**src/design/dvdd_pkg.sv**
```systemverilog
package dvdd_pkg;

    localparam int unsigned YEAR_W   = 14;
    localparam int unsigned MONTH_W  = 4;
    localparam int unsigned DAY_W    = 6;
    localparam int unsigned DIST_W   = 22;
    localparam int unsigned DNUM_W   = 23;
    localparam int unsigned Q100_W   = 8;
    localparam int unsigned R100_W   = 7;
    localparam int unsigned LEN_W    = 5;
    localparam int unsigned DOFF_W   = 9;
    localparam int unsigned NUM_STG  = 4;
    localparam int unsigned NUM_DATE = 2;

    localparam int unsigned MIN_YEAR_DEFAULT = 1900;
    localparam int unsigned MAX_YEAR_DEFAULT = 9999;

    // y / 100 == (y * Q100_MUL) >> Q100_SHIFT for every 14-bit y
    localparam int unsigned Q100_MUL   = 5243;
    localparam int unsigned Q100_SHIFT = 19;
    localparam int unsigned PROD_W     = YEAR_W + 13;

    localparam int unsigned DAYS_YEAR    = 365;
    localparam int unsigned YEARS_CENT   = 100;
    localparam int unsigned FEB_LEAP_LEN = 29;

    localparam logic [MONTH_W-1:0] MONTH_JAN = 4'd1;
    localparam logic [MONTH_W-1:0] MONTH_FEB = 4'd2;
    localparam logic [MONTH_W-1:0] MONTH_DEC = 4'd12;

    typedef struct packed {
        logic [YEAR_W-1:0]  year_a;
        logic [MONTH_W-1:0] month_a;
        logic [DAY_W-1:0]   day_a;
        logic [YEAR_W-1:0]  year_b;
        logic [MONTH_W-1:0] month_b;
        logic [DAY_W-1:0]   day_b;
    } t_req;

    typedef struct packed {
        logic              valid_a;
        logic              valid_b;
        logic [DIST_W-1:0] distance;
    } t_rsp;

    function automatic logic [DOFF_W-1:0] days_before(input logic [MONTH_W-1:0] m);
        logic [DOFF_W-1:0] v;
        case (m)
            4'd2:    v = 9'd31;
            4'd3:    v = 9'd59;
            4'd4:    v = 9'd90;
            4'd5:    v = 9'd120;
            4'd6:    v = 9'd151;
            4'd7:    v = 9'd181;
            4'd8:    v = 9'd212;
            4'd9:    v = 9'd243;
            4'd10:   v = 9'd273;
            4'd11:   v = 9'd304;
            4'd12:   v = 9'd334;
            default: v = 9'd0;
        endcase
        return v;
    endfunction

    function automatic logic [LEN_W-1:0] month_len(input logic [MONTH_W-1:0] m);
        logic [LEN_W-1:0] v;
        case (m)
            4'd1, 4'd3, 4'd5, 4'd7, 4'd8, 4'd10, 4'd12: v = 5'd31;
            4'd4, 4'd6, 4'd9, 4'd11:                   v = 5'd30;
            4'd2:                                      v = 5'd28;
            default:                                   v = 5'd0;
        endcase
        return v;
    endfunction

endpackage

```
**src/design/dvdd_if.sv**
```systemverilog
interface dvdd_req_if;
    logic             valid;
    logic             ready;
    dvdd_pkg::t_req   data;

    modport source (output valid, output data, input ready);
    modport sink   (input valid, input data, output ready);
endinterface

interface dvdd_rsp_if;
    logic             valid;
    logic             ready;
    dvdd_pkg::t_rsp   data;

    modport source (output valid, output data, input ready);
    modport sink   (input valid, input data, output ready);
endinterface

```
**src/design/date_validate_and_day_distance_top.sv**
```systemverilog
// Gregorian date check and day distance.
// i_req carries two dates (year, month, day each); o_rsp returns one beat per
// request beat: a valid flag per date and the absolute day distance, which
// is 0 unless both dates are valid. Years outside [MIN_YEAR_BOUND,
// MAX_YEAR_BOUND], months outside 1..12 and days outside 1..month length
// (February 29 in leap years) are invalid.
// Throughput: one beat per cycle while o_rsp.ready is high, through the four
// register stages (divide-by-100 multiply, leap and day-count terms,
// day-number sum, absolute difference).
// Each stage has its own valid bit and loads when it is empty or when the
// stage after it moves, so bubbles close up under a stall. When o_rsp.ready
// is low the result holds on o_rsp; i_req.ready drops only once all four
// stages hold beats. Reset (synchronous, i_rst_n low) empties the pipeline;
// no beat is lost or repeated across a stall.
module date_validate_and_day_distance_top #(
    parameter int unsigned MIN_YEAR_BOUND = dvdd_pkg::MIN_YEAR_DEFAULT,
    parameter int unsigned MAX_YEAR_BOUND = dvdd_pkg::MAX_YEAR_DEFAULT
) (
    input  logic               i_clk,
    input  logic               i_rst_n,
    dvdd_req_if.sink           i_req,
    dvdd_rsp_if.source         o_rsp
);

    localparam logic [dvdd_pkg::YEAR_W-1:0] MinYear = dvdd_pkg::YEAR_W'(MIN_YEAR_BOUND);
    localparam logic [dvdd_pkg::YEAR_W-1:0] MaxYear = dvdd_pkg::YEAR_W'(MAX_YEAR_BOUND);

    logic [dvdd_pkg::NUM_STG-1:0] r_v;
    logic [dvdd_pkg::NUM_STG-1:0] en;

    logic [dvdd_pkg::YEAR_W-1:0]  in_year  [dvdd_pkg::NUM_DATE];
    logic [dvdd_pkg::MONTH_W-1:0] in_month [dvdd_pkg::NUM_DATE];
    logic [dvdd_pkg::DAY_W-1:0]   in_day   [dvdd_pkg::NUM_DATE];

    // stage 1
    logic [dvdd_pkg::YEAR_W-1:0]  r1_year  [dvdd_pkg::NUM_DATE];
    logic [dvdd_pkg::MONTH_W-1:0] r1_month [dvdd_pkg::NUM_DATE];
    logic [dvdd_pkg::DAY_W-1:0]   r1_day   [dvdd_pkg::NUM_DATE];
    logic [dvdd_pkg::Q100_W-1:0]  r1_q100  [dvdd_pkg::NUM_DATE];
    logic [dvdd_pkg::LEN_W-1:0]   r1_len   [dvdd_pkg::NUM_DATE];
    logic                         r1_ok    [dvdd_pkg::NUM_DATE];
    logic [dvdd_pkg::Q100_W-1:0]  n1_q100  [dvdd_pkg::NUM_DATE];
    logic                         n1_ok    [dvdd_pkg::NUM_DATE];

    // stage 2
    logic [dvdd_pkg::DNUM_W-1:0]  r2_base  [dvdd_pkg::NUM_DATE];
    logic [dvdd_pkg::DOFF_W-1:0]  r2_off   [dvdd_pkg::NUM_DATE];
    logic                         r2_ok    [dvdd_pkg::NUM_DATE];
    logic [dvdd_pkg::DNUM_W-1:0]  n2_base  [dvdd_pkg::NUM_DATE];
    logic [dvdd_pkg::DOFF_W-1:0]  n2_off   [dvdd_pkg::NUM_DATE];
    logic                         n2_ok    [dvdd_pkg::NUM_DATE];

    // stage 3
    logic [dvdd_pkg::DNUM_W-1:0]  r3_dnum  [dvdd_pkg::NUM_DATE];
    logic                         r3_ok    [dvdd_pkg::NUM_DATE];

    // stage 4
    dvdd_pkg::t_rsp               r4_rsp;
    dvdd_pkg::t_rsp               n4_rsp;

    assign in_year[0]  = i_req.data.year_a;
    assign in_month[0] = i_req.data.month_a;
    assign in_day[0]   = i_req.data.day_a;
    assign in_year[1]  = i_req.data.year_b;
    assign in_month[1] = i_req.data.month_b;
    assign in_day[1]   = i_req.data.day_b;

    always_comb begin
        en[dvdd_pkg::NUM_STG-1] = !r_v[dvdd_pkg::NUM_STG-1] || o_rsp.ready;
        for (int k = dvdd_pkg::NUM_STG - 2; k >= 0; k--) begin
            en[k] = !r_v[k] || en[k+1];
        end
    end

    assign i_req.ready = en[0];
    assign o_rsp.valid = r_v[dvdd_pkg::NUM_STG-1];
    assign o_rsp.data  = r4_rsp;

    always_ff @(posedge i_clk) begin
        if (!i_rst_n) begin
            r_v <= '0;
        end else begin
            if (en[0]) begin
                r_v[0] <= i_req.valid;
            end
            for (int k = 1; k < dvdd_pkg::NUM_STG; k++) begin
                if (en[k]) begin
                    r_v[k] <= r_v[k-1];
                end
            end
        end
    end

    // stage 1: year / 100 by reciprocal, range checks
    always_comb begin
        logic [dvdd_pkg::PROD_W-1:0] prod;
        for (int k = 0; k < dvdd_pkg::NUM_DATE; k++) begin
            prod = dvdd_pkg::PROD_W'(in_year[k])
                 * dvdd_pkg::PROD_W'(dvdd_pkg::Q100_MUL);
            n1_q100[k] = dvdd_pkg::Q100_W'(prod >> dvdd_pkg::Q100_SHIFT);
            n1_ok[k]   = (in_year[k] >= MinYear) && (in_year[k] <= MaxYear)
                      && (in_month[k] inside {[dvdd_pkg::MONTH_JAN:dvdd_pkg::MONTH_DEC]})
                      && (in_day[k] != '0);
        end
    end

    always_ff @(posedge i_clk) begin
        if (en[0]) begin
            for (int k = 0; k < dvdd_pkg::NUM_DATE; k++) begin
                r1_year[k]  <= in_year[k];
                r1_month[k] <= in_month[k];
                r1_day[k]   <= in_day[k];
                r1_q100[k]  <= n1_q100[k];
                r1_len[k]   <= dvdd_pkg::month_len(in_month[k]);
                r1_ok[k]    <= n1_ok[k];
            end
        end
    end

    // stage 2: leap rule, day check, leap count and 365 * year
    always_comb begin
        logic [dvdd_pkg::R100_W-1:0] r100;
        logic                        rem_nz;
        logic                        leap;
        logic [dvdd_pkg::LEN_W-1:0]  len;
        logic [dvdd_pkg::YEAR_W-1:0] c4;
        logic [dvdd_pkg::Q100_W:0]   c100;
        logic [dvdd_pkg::Q100_W-2:0] c400;
        for (int k = 0; k < dvdd_pkg::NUM_DATE; k++) begin
            r100   = dvdd_pkg::R100_W'(r1_year[k]
                   - dvdd_pkg::YEAR_W'(dvdd_pkg::YEAR_W'(r1_q100[k])
                   * dvdd_pkg::YEAR_W'(dvdd_pkg::YEARS_CENT)));
            rem_nz = (r100 != '0);
            leap   = (rem_nz && (r1_year[k][1:0] == 2'b00))
                  || (!rem_nz && (r1_q100[k][1:0] == 2'b00));
            len    = (r1_month[k] == dvdd_pkg::MONTH_FEB && leap)
                   ? dvdd_pkg::LEN_W'(dvdd_pkg::FEB_LEAP_LEN) : r1_len[k];
            n2_ok[k] = r1_ok[k] && (dvdd_pkg::LEN_W'(r1_day[k]) <= len)
                    && (r1_day[k] <= dvdd_pkg::DAY_W'(len));
            // leap years in 0..y-1 = ceil(y/4) - ceil(y/100) + ceil(y/400)
            c4   = dvdd_pkg::YEAR_W'(r1_year[k][dvdd_pkg::YEAR_W-1:2])
                 + dvdd_pkg::YEAR_W'(r1_year[k][1:0] != 2'b00);
            c100 = (dvdd_pkg::Q100_W+1)'(r1_q100[k]) + (dvdd_pkg::Q100_W+1)'(rem_nz);
            c400 = (dvdd_pkg::Q100_W-1)'(r1_q100[k][dvdd_pkg::Q100_W-1:2])
                 + (dvdd_pkg::Q100_W-1)'(rem_nz || (r1_q100[k][1:0] != 2'b00));
            n2_base[k] = dvdd_pkg::DNUM_W'(r1_year[k]) * dvdd_pkg::DNUM_W'(dvdd_pkg::DAYS_YEAR)
                       + dvdd_pkg::DNUM_W'(c4) - dvdd_pkg::DNUM_W'(c100)
                       + dvdd_pkg::DNUM_W'(c400);
            n2_off[k]  = dvdd_pkg::days_before(r1_month[k])
                       + dvdd_pkg::DOFF_W'(r1_day[k])
                       + dvdd_pkg::DOFF_W'(leap && (r1_month[k] > dvdd_pkg::MONTH_FEB));
        end
    end

    always_ff @(posedge i_clk) begin
        if (en[1]) begin
            for (int k = 0; k < dvdd_pkg::NUM_DATE; k++) begin
                r2_base[k] <= n2_base[k];
                r2_off[k]  <= n2_off[k];
                r2_ok[k]   <= n2_ok[k];
            end
        end
    end

    // stage 3: day number
    always_ff @(posedge i_clk) begin
        if (en[2]) begin
            for (int k = 0; k < dvdd_pkg::NUM_DATE; k++) begin
                r3_dnum[k] <= r2_base[k] + dvdd_pkg::DNUM_W'(r2_off[k]);
                r3_ok[k]   <= r2_ok[k];
            end
        end
    end

    // stage 4: absolute difference
    always_comb begin
        logic [dvdd_pkg::DNUM_W-1:0] diff;
        diff = (r3_dnum[0] >= r3_dnum[1]) ? (r3_dnum[0] - r3_dnum[1])
                                          : (r3_dnum[1] - r3_dnum[0]);
        n4_rsp.valid_a  = r3_ok[0];
        n4_rsp.valid_b  = r3_ok[1];
        n4_rsp.distance = (r3_ok[0] && r3_ok[1]) ? diff[dvdd_pkg::DIST_W-1:0] : '0;
    end

    always_ff @(posedge i_clk) begin
        if (en[3]) begin
            r4_rsp <= n4_rsp;
        end
    end

`ifndef SYNTH
    a_dist_zero_if_invalid: assert property (@(posedge i_clk) disable iff (!i_rst_n)
        o_rsp.valid && !(o_rsp.data.valid_a && o_rsp.data.valid_b)
        |-> o_rsp.data.distance == '0)
        else $error("distance nonzero with an invalid date");

    a_ready_only_when_full: assert property (@(posedge i_clk) disable iff (!i_rst_n)
        !i_req.ready |-> (&r_v) && !o_rsp.ready)
        else $error("input stalled with room in the pipeline");

    a_reset_empties: assert property (@(posedge i_clk)
        !$past(i_rst_n) |-> r_v == '0)
        else $error("pipeline not empty after reset");

    a_beat_advances: assert property (@(posedge i_clk) disable iff (!i_rst_n)
        r_v[2] && en[3] |=> r_v[3])
        else $error("beat lost between stages 3 and 4");
`endif

endmodule

```
**src/flat_wrapper.sv**
```systemverilog
// flat-port wrapper written by rule: the top's interface ports become plain ports
module date_validate_and_day_distance_top_flat 
#(
    parameter int unsigned MIN_YEAR_BOUND = dvdd_pkg::MIN_YEAR_DEFAULT,
    parameter int unsigned MAX_YEAR_BOUND = dvdd_pkg::MAX_YEAR_DEFAULT
)
  (i_clk, i_rst_n, i_req_valid, i_req_data, i_req_ready, o_rsp_valid, o_rsp_data, o_rsp_ready);
  dvdd_req_if i_req_i ();
  dvdd_rsp_if o_rsp_i ();
  input  logic i_clk;
  input  logic i_rst_n;
  input wire logic [$bits(i_req_i.valid)-1:0] i_req_valid;
  input wire logic [$bits(i_req_i.data)-1:0] i_req_data;
  output wire logic [$bits(i_req_i.ready)-1:0] i_req_ready;
  output wire logic [$bits(o_rsp_i.valid)-1:0] o_rsp_valid;
  output wire logic [$bits(o_rsp_i.data)-1:0] o_rsp_data;
  input wire logic [$bits(o_rsp_i.ready)-1:0] o_rsp_ready;
  assign i_req_i.valid = i_req_valid;
  assign i_req_i.data = i_req_data;
  assign i_req_ready = i_req_i.ready;
  assign o_rsp_valid = o_rsp_i.valid;
  assign o_rsp_data = o_rsp_i.data;
  assign o_rsp_i.ready = o_rsp_ready;
  date_validate_and_day_distance_top #(.MIN_YEAR_BOUND(MIN_YEAR_BOUND), .MAX_YEAR_BOUND(MAX_YEAR_BOUND)) u_core (.i_clk(i_clk), .i_rst_n(i_rst_n), .i_req(i_req_i), .o_rsp(o_rsp_i));
endmodule
```
**config.mk**
```make
export PLATFORM = sky130hd
export DESIGN_NAME = date_validate_and_day_distance_top_flat
export DESIGN_NICKNAME = d
export VERILOG_FILES = /design/src/design/dvdd_pkg.sv /design/src/design/dvdd_if.sv /design/src/design/date_validate_and_day_distance_top.sv /design/src/flat_wrapper.sv
export SDC_FILE = /design/constraint.sdc
export NUM_CORES = 1
export LEC_CHECK = 0
export BUFFER_PORTS_ARGS = -buffer_cell sky130_fd_sc_hd__buf_4
export CORE_MARGIN = 1
export CORE_UTILIZATION = 45
export CTS_BUF_LIST = sky130_fd_sc_hd__clkbuf_4
export CTS_CLUSTER_SIZE = 24
export DETAILED_ROUTE_END_ITERATION = 8
export HOLD_SLACK_MARGIN = 0.05
export PLACE_DENSITY = 0.72
export SLEW_MARGIN = 10
export SYNTH_ARGS = -nofsm -noshare
export SYNTH_HDL_FRONTEND = slang
export SYNTH_SLANG_ARGS = --single-unit
```
**constraint.sdc**
```tcl
create_clock -name i_clk -period 10.1 [get_ports i_clk]
set_clock_uncertainty 0.05 [all_clocks]
set_input_delay 2.525 -clock i_clk [delete_from_list [all_inputs] [get_ports i_clk]]
set_output_delay 2.525 -clock i_clk [all_outputs]
set_load 0.005 [all_outputs]
```
==> results of run 1 <==
[cells in the mapped netlist (4+ instances only)]
cell / count / area share
a211oi_1: 7 / 0.0020
a21boi_0: 10 / 0.0028
a21o_1: 61 / 0.017
a21oi_1: 108 / 0.020
a221oi_1: 5 / 0.0016
a31oi_1: 12 / 0.0028
and2_1: 8 / 0.0019
and3_1: 17 / 0.0040
buf_2: 4 / 0.00075
clkbuf_1: 19 / 0.0027
dfxtp_1: 4 / 0.0030
edfxtp_1: 210 / 0.24
fa_1: 284 / 0.21
ha_1: 523 / 0.24
inv_1: 649 / 0.091
mux2i_1: 24 / 0.0090
nand2_1: 73 / 0.010
nand2b_1: 19 / 0.0044
nand3_1: 28 / 0.0052
nand4_1: 15 / 0.0035
nor2_1: 95 / 0.013
nor2b_1: 32 / 0.0075
nor3_1: 28 / 0.0052
nor3b_1: 4 / 0.0011
o211ai_1: 4 / 0.0011
o21a_1: 23 / 0.0064
o21ai_0: 61 / 0.011
o21bai_1: 19 / 0.0053
o31a_1: 6 / 0.0020
o31ai_1: 5 / 0.0014
or2_2: 4 / 0.00093
or3_1: 5 / 0.0012
xnor2_1: 115 / 0.038
xor2_1: 41 / 0.013
[placed cells by master (no fill, tap or decap), types with 24 or more instances in the layout]
cell type / n
a21o_1: 61
a21oi_1: 108
nand2_1: 71
edfxtp_1: 210
nor3_1: 28
xor2_1: 41
buf_4: 79
clkbuf_4: 70
nor2_1: 95
nand3_1: 28
mux2i_1: 24
xnor2_1: 115
fa_1: 284
o21ai_0: 61
ha_1: 523
inv_1: 648
nor2b_1: 32
[through the flow]
step | worst slack, ns | utilization | std cells
6_report | 3.15 | 0.492 | 3505
5_1_grt | 2.65 | 0.492 | 3505
4_1_cts | 3.30 | 0.492 | 3502
3_5_place_dp | 2.43 | 0.480 | 3401
3_3_place_gp | 2.50 | 0.480 | 3401
2_1_floorplan | 2.88 | - | 2574
[kinds of logic (layout without fill, tap and decap cells)]
logic type / after synthesis / count (layout) / share of synthesized area
flip-flops: 214 / 214 / 0.238
other: 0 / 3 / 0
AND/OR/NAND/NOR: 338 / 338 / 0.0615
adder cells (fa/ha/maj): 807 / 807 / 0.456
multiplexers: 27 / 27 / 0.0102
AO/OA/AOI/OAI: 358 / 358 / 0.0878
XOR/XNOR: 156 / 156 / 0.0510
buffers and inverters: 674 / 829 / 0.0950
[sequential cells by signal, indices dropped and copies added (netlist names), 8 cells and up]
| register | flops |
|---|---|
| u_core.r1_day | 12 |
| u_core.r2_base | 46 |
| u_core.r1_month | 8 |
| u_core.r3_dnum | 46 |
| u_core.r1_q100 | 16 |
| u_core.r1_year | 28 |
| u_core.o_rsp.data | 24 |
| u_core.r2_off | 18 |
[final timing paths]
check                           to  cells past startpoint
max          u_core.r2_base[0][19]                     27
max reg2reg  u_core.r2_base[0][19]                     27
min             u_core.r3_ok[0][1]                      0
min reg2reg     u_core.r3_ok[0][1]                      0
[routing by layer]
layer,vias up,GRT usage,routed length [µm]
li1,8658,-,-
met1,8427,0.228,23800
met2,262,0.309,25200
met3,83,0.0258,1690
met4,0,0.0502,1090
met5,-,0,0
[worst max-delay path, stage by stage (launching register included)]
cell,delay [ns]
edfxtp_1,0.55
ha_1,0.37
nor2b_1,0.13
o21ai_0,0.14
nand2b_1,0.10
nor3_1,0.19
a31oi_1,0.06
nor3_1,0.39
nand2_1,0.14
ha_1,0.22
a21o_1,0.17
fa_1,0.37
ha_1,0.30
ha_1,0.14
inv_1,0.05
fa_1,0.57
inv_1,0.06
ha_1,0.29
a21o_1,0.18
a21oi_1,0.23
o21ai_0,0.16
a2111oi_0,0.71
nor3_1,0.16
o31ai_1,0.34
a21oi_1,0.18
a21oi_1,0.19
o21bai_1,0.09
xor2_1,0.15
[final cells by class]
class,count,area share
clock inverters,31,0.00660
inverters,649,0.0840
clock buffers,70,0.0181
diodes,3,0.000259
well taps,773,0.0334
repair buffers,79,0.0205
flip-flops and latches,214,0.220
multi-input cells,1686,0.617
==> results.tsv, run 1 <==
metric	value	unit
cts_root_buf	clkbuf_4	
die_y	246	µm
grt_pass1_vias	18700	
yosysWarningCount	0	
die_w	246	µm
relSlewSlack	0.291	
clkSinkCount	214	
fill_cells	5243	
grt_pass1_wl	87900	µm
regArea	6390	µm²
num_vias	17400	
drt_first_iter_violations	746	
initial_core_util	0.455	
stdcell_area	29000	µm²
postCtsSetupRepairBufs	0	
drtPass1Iterations	5	
gr-total-overflow	0	
hp-start	u_core.r2_ok[0][1]	
ys_seq_area_frac	0.238	
min_path_type	flip-flop to flip-flop	
async_reset_ff_frac	0	
nets	3545	
fin_setup_tns	0	ns
clockBufferDepth	3	
syn-mean-instance-area	10.4	µm²
maxCapViolCount	0	
cp.arrival	7.45	ns
clk_pin_slew	0.06	ns
setup_viol	0	
gp_congestion	0.905	
worstSetupStartpointType	flip-flop	
crit_fanout	6	
required	10.60	ns
cts_resized	0	
route.detailed.drc	0	
crit_start	u_core.r1_year[0][3]	
post-route-period-util	0.688	
max_freq	144	MHz
core_area	58900	µm²
layout-drive-gt1-share	0.0678	
htree_levels	2	
fin_hold_ws	0.362	ns
syn_to_final_growth	8.15	%
dp_hpwl	44700	µm
cts_tree	done	
ctsHoldBuffers	0	
tightest_slew	1.06	ns
io_pins	78	
finalHoldViolations	0	
report.final.slew_viol_count	0	
placed_cell_area	28300	µm²
reg2reg_from	u_core.r1_year[0][3]	
io_buffer_count	77	
cp-end-kind	flip-flop	
synthCells	2574	
critPathKind	flip-flop to flip-flop	
ant_nets	0	
synth_enable_flop_cells	210	
grt_max_degree	67	
grt_usage	0.178	
ys_seq_elements	214	
ys_types	69	
multiInputGateArea	17900	µm²
post-route-min-period	6.95	ns
wire_per_inst	14.8	µm
synthesis.nets	3433	
mappedNetlistArea	26800	µm²
fp.dieArea	60500	µm²
outcome	complete, no violations	
wirelength	51800	µm
vias_per_cell	4.97	
clock_latency	0.81	ns
antenna_found_initial	2	
cts_made_buffers	56	
rsz0062_at_grt	no	
synth_top_flop_cell	edfxtp_1	
num_rows	89	
r2r_slack	3.15	ns
Power of run 1 is left out: the tool's default activity adds up to more than one toggle a clock period on the data nets, which glitch-free logic cannot reach.
==> inputs of run 2 (changes only) <==
clock period = 6.95 ns   (was 10.1 ns; I/O delays follow)
==> run 2 against run 1 <==
Against the previous run: first-iteration DRC count is 3.1% lower; setup slack got worse by 2.8 ns; non-clock buffer count rose by 5; count of clock-buffer cells in the layout grew 1; utilization grew 0.14 points; register-to-register slack worse by 2.8 ns; largest cell class unchanged; sequential cell count did not move.
==> results.tsv, run 2 (same netlist as run 1, synthesis figures left out) <==
metric	value	unit	change
min_to	u_core.r3_ok[0][1]		
critPathKind	flip-flop to flip-flop		
nets	3550		+0.14%
route.detailed.drc	0		unchanged
gp_congestion	0.894		-1.2%
grt_max_degree	67		unchanged
fill_cells	5213		-0.57%
cts_root_buf	clkbuf_4		
tightest_slew	1.05	ns	-0.00662 ns
dp_hpwl	44700	µm	about the same
cp.arrival	7.08	ns	-0.37 ns
drtPass1Iterations	5		unchanged
num_rows	89		unchanged
clockBufferDepth	3		unchanged
clk_pin_slew	0.07	ns	about the same
top_regs	u_core.r2_base (46), u_core.r3_dnum (46), u_core.r1_year (28)		
outcome	complete, no violations		
io_pins	78		unchanged
drt_first_iter_violations	723		-3.1%
num_vias	17500		+0.22%
crit_start	u_core.r1_q100[0][0]		
clock_latency	0.79	ns	-0.02 ns
dp_cells	3405		+0.12%
cts_made_buffers	56		unchanged
required	7.42	ns	-3.18 ns
clkSinkCount	214		unchanged
gr-total-overflow	0		unchanged
post-route-min-period	6.61	ns	-0.345 ns
syn_to_final_growth	8.45	%	
reg2reg_from	u_core.r1_q100[0][0]		
path_buf_inv	3		+1
hp-start	u_core.r2_ok[0][1]		
layout_common_cells	inv_1 (648), ha_1 (523), fa_1 (284), edfxtp_1 (210), xnor2_1 (115)		
maxCapViolCount	0		unchanged
report.final.slew_viol_count	0		unchanged
reg2reg_depth	28		+3.7%
critPathTopFamily	adder cells		
post-route-period-util	0.951		+0.262
fp.dieArea	60500	µm²	unchanged
cp-end-kind	flip-flop		
die_w	246	µm	unchanged
die_y	246	µm	unchanged
core_area	58900	µm²	unchanged
relSlewSlack	0.296		+0.00443
wirelength	52100	µm	+0.51%
cts_tree	done		
worstSetupStartpointType	flip-flop		
antenna_found_initial	2		unchanged
io_buffer_count	77		unchanged
min_path_type	flip-flop to flip-flop		
finalHoldViolations	0		unchanged
r2r_slack	0.34	ns	-2.80 ns
layout-drive-gt1-share	0.0717		+0.00390
max_stage_delay	0.57	ns	-0.14 ns
path_common_cell	ha_1		
ctsHoldBuffers	0		unchanged
vias_per_cell	4.98		+0.10%
r2r_end	u_core.r2_base[0][19]		
holdPathStages	0		unchanged
htree_levels	2		unchanged
grt_usage	0.180		+0.00256
final_common_cell	inv_1		
initial_core_util	0.455		unchanged
wire_per_inst	14.8	µm	+0.40%
setup_viol	0		unchanged
crit_fanout	3		-3
ant_nets	0		unchanged
grt_pass1_vias	18900		+1.1%
max_freq	151	MHz	+5.2%
critPathSlowestCell	fa_1		
grt_pass1_wl	89300	µm	+1.6%
stdcell_count	3509		+0.11%
run 2: cell types whose count changed in the layout (fill, tap and decap cells not counted), sizes merged:
| cell | before | now |
|---|---|---|
| diode | 3 | 2 |
| clkinvlp | 0 | 1 |
| bufinv | 2 | 3 |
| clkbuf | 70 | 71 |
| buf | 79 | 84 |
| clkinv | 28 | 25 |
run 2: worst max-delay path by stage:
stage / end / slack [ns] / cells after the start
global route: u_core.r2_base[0][19] / -0.004 / 28
detailed placement: u_core.r1_q100[0][15] / 0.09 / 20
finish: u_core.r2_base[0][19] / 0.34 / 28
floorplan: u_core.r1_q100[0][15] / 0.51 / 16
global placement: u_core.r1_q100[0][15] / 0.17 / 20
CTS: u_core.r2_base[0][19] / 0.17 / 28
run 2: metrics by stage:
stage / setup TNS [ns] / hold WS, ns / instance area, µm² / worst slack (ns) / utilization
global placement: 0 / 0.354 / 28300 / 0.175 / 0.480
finish: 0 / 0.364 / 29100 / 0.344 / 0.493
CTS: 0 / 0.367 / 29000 / 0.175 / 0.493
detailed placement: 0 / 0.361 / 28300 / 0.0916 / 0.480
global route: -0.00657 / 0.378 / 29100 / -0.00368 / 0.493
floorplan: 0 / 0.350 / 26800 / 0.513 / -
run 2: metal layers:
metal,global-route usage,share of wire
met4,0.0469,0.019
met3,0.0236,0.029
met1,0.232,0.46
met5,0,0
met2,0.316,0.49
run 2: final cells by class:
class	instances	area [µm²]	area share
Sequential cell	214	6390	0.220
Antenna cell	2	5.00	0.000172
Multi-Input combinational cell	1686	17900	0.616
Inverter	649	2440	0.0838
Clock buffer	71	533	0.0183
Timing Repair Buffer	84	631	0.0217
Clock inverter	30	209	0.00719
Tap cell	773	967	0.0333
run 2: what timing repair did:
action                                  CTS  global route
resized for setup                         0             6
endpoints found under the setup margin    0             9
setup buffers                             0             1
Power of run 2 is left out for the same reason.
==> inputs of run 3 (changes only) <==
CORE_ASPECT_RATIO = 2   (was unset)
CORE_MARGIN = unset   (was 1)
==> run 3 against run 2 <==
Against the previous run: final cell count decreased by 0.28%; register-to-register slack improved by 0.06 ns; via count increased by 2.4%; sequential share of layout area about the same; hold slack improved by 0.018 ns; largest cell class unchanged; routed wire length increased by 14%; highest routed layer unchanged.
==> results.tsv, run 3 (same netlist as run 1, synthesis figures left out) <==
metric	value	unit	change
die_w	175	µm	-29%
core_area	59000	µm²	about the same
vias_per_cell	5.11		+2.7%
wirelength	59600	µm	+14%
finalHoldViolations	0		unchanged
clockBufferDepth	3		unchanged
post-route-period-util	0.943		-0.00794
dp_hpwl	51700	µm	+16%
cp.arrival	6.98	ns	-0.10 ns
drt_first_iter_violations	835		+15%
ctsHoldBuffers	0		unchanged
fin_setup_tns	0	ns	unchanged
layout-drive-gt1-share	0.0725		+0.000838
report.final.slew_viol_count	0		unchanged
grt_pass1_wl	96000	µm	+7.4%
cts_tree	done		
critPathKind	flip-flop to flip-flop		
num_vias	17900		+2.4%
grt_usage	0.202		+0.0223
io_buffer_count	77		unchanged
ant_nets	0		unchanged
cts_made_buffers	50		-11%
min_path_type	flip-flop to flip-flop		
antenna_found_initial	1		-1
tightest_slew	1.07	ns	+0.0132 ns
initial_core_util	0.455		about the same
max_freq	153	MHz	+0.84%
nets	3548		-0.056%
drtPass1Iterations	8		+3
grt_busiest_layer	met2		
final_common_cell	inv_1		
wire_per_inst	17.0	µm	+15%
fp.dieArea	60600	µm²	about the same
syn_to_final_growth	8.40	%	about the same
post-route-min-period	6.55	ns	-0.0552 ns
top_regs	u_core.r2_base (46), u_core.r3_dnum (46), u_core.r1_year (28)		
rsz0062_at_grt	no		
worstSetupStartpointType	flip-flop		
crit_fanout	5		+2
gp_congestion	0.929		+3.9%
io_pins	78		unchanged
use_met2	0.419		+0.102
outcome	complete, no violations		
grt_pass1_vias	20000		+5.6%
grt_max_degree	67		unchanged
layout_common_cells	inv_1 (648), ha_1 (523), fa_1 (284), edfxtp_1 (210), xnor2_1 (115)		
met1_usage	0.177		-0.0549
die_y	347	µm	+41%
cts_root_buf	clkbuf_4		
clock_latency	0.78	ns	about the same
maxCapViolCount	0		unchanged
met3_usage	0.0198		-0.00382
clkSinkCount	214		unchanged
required	7.38	ns	-0.04 ns
route.detailed.drc	0		unchanged
relSlewSlack	0.287		-0.00883
clk_pin_slew	0.08	ns	about the same
setup_viol	0		unchanged
cp-end-kind	flip-flop		
fill_cells	5395		+3.5%
gr-total-overflow	0		unchanged
htree_levels	2		unchanged
num_rows	126		+42%
## run 3: critical path, stage by stage (launching register included)
cell and delay, ns:
edfxtp_1 0.50, inv_1 0.19, ha_1 0.25, inv_1 0.08, ha_1 0.21, ha_1 0.31
xor2_1 0.17, ha_1 0.15, inv_1 0.04, fa_1 0.48, inv_1 0.05, ha_1 0.29
fa_1 0.49, inv_1 0.06, fa_1 0.58, inv_1 0.06, ha_1 0.28, a21o_1 0.17
a21oi_1 0.23, o21bai_1 0.13, o22a_1 0.26, a41oi_2 0.26, a211oi_1 0.18, a2111oi_4 0.43
o21ai_1 0.13, a21oi_1 0.18, xnor2_1 0.10
## run 3: layer usage
metal / vias up / part of all wire
li1: 8658 / -
met5: - / 0
met4: 0 / 0.068
met2: 388 / 0.58
met3: 194 / 0.024
met1: 8646 / 0.33
## run 3: final timing paths
| kind | from | to | slack (ns) | depth (start not counted) |
|---|---|---|---|---|
| min reg2reg | u_core.r2_ok[0][0] | u_core.r3_ok[0][0] | 0.38 | 0 |
| min | u_core.r2_ok[0][0] | u_core.r3_ok[0][0] | 0.38 | 0 |
| max | u_core.r1_year[0][14] | u_core.r2_base[0][44] | 0.40 | 26 |
| max reg2reg | u_core.r1_year[0][14] | u_core.r2_base[0][44] | 0.40 | 26 |
## run 3: what timing repair did
item / CTS / global route
resized for setup: 0 / 11
endpoints found under the setup margin: 0 / 10
buffers inserted: 0 / 0
## run 3: area by class of cell
class	instances	area, µm²	share of cell area
Multi-Input combinational cell	1686	17900	0.617
Sequential cell	214	6390	0.220
Inverter	649	2440	0.0838
Tap cell	768	961	0.0331
Timing Repair Buffer	88	661	0.0227
Clock buffer	60	450	0.0155
Clock inverter	33	233	0.00801
Antenna cell	1	2.50	0.0000861
## run 3: through the flow
stage	hold slack, ns	utilization	setup slack, ns	instance area, µm²	instances
after floorplan	0.350	-	0.513	26800	2574
after global placement	0.359	0.480	0.0604	28300	3405
after detailed placement	0.360	0.480	0.00707	28300	3405
after CTS	0.377	0.492	0.173	29000	3498
after global routing	0.386	0.493	0.0175	29100	3499
final	0.382	0.493	0.399	29100	3499
Power of run 3 is left out for the same reason.
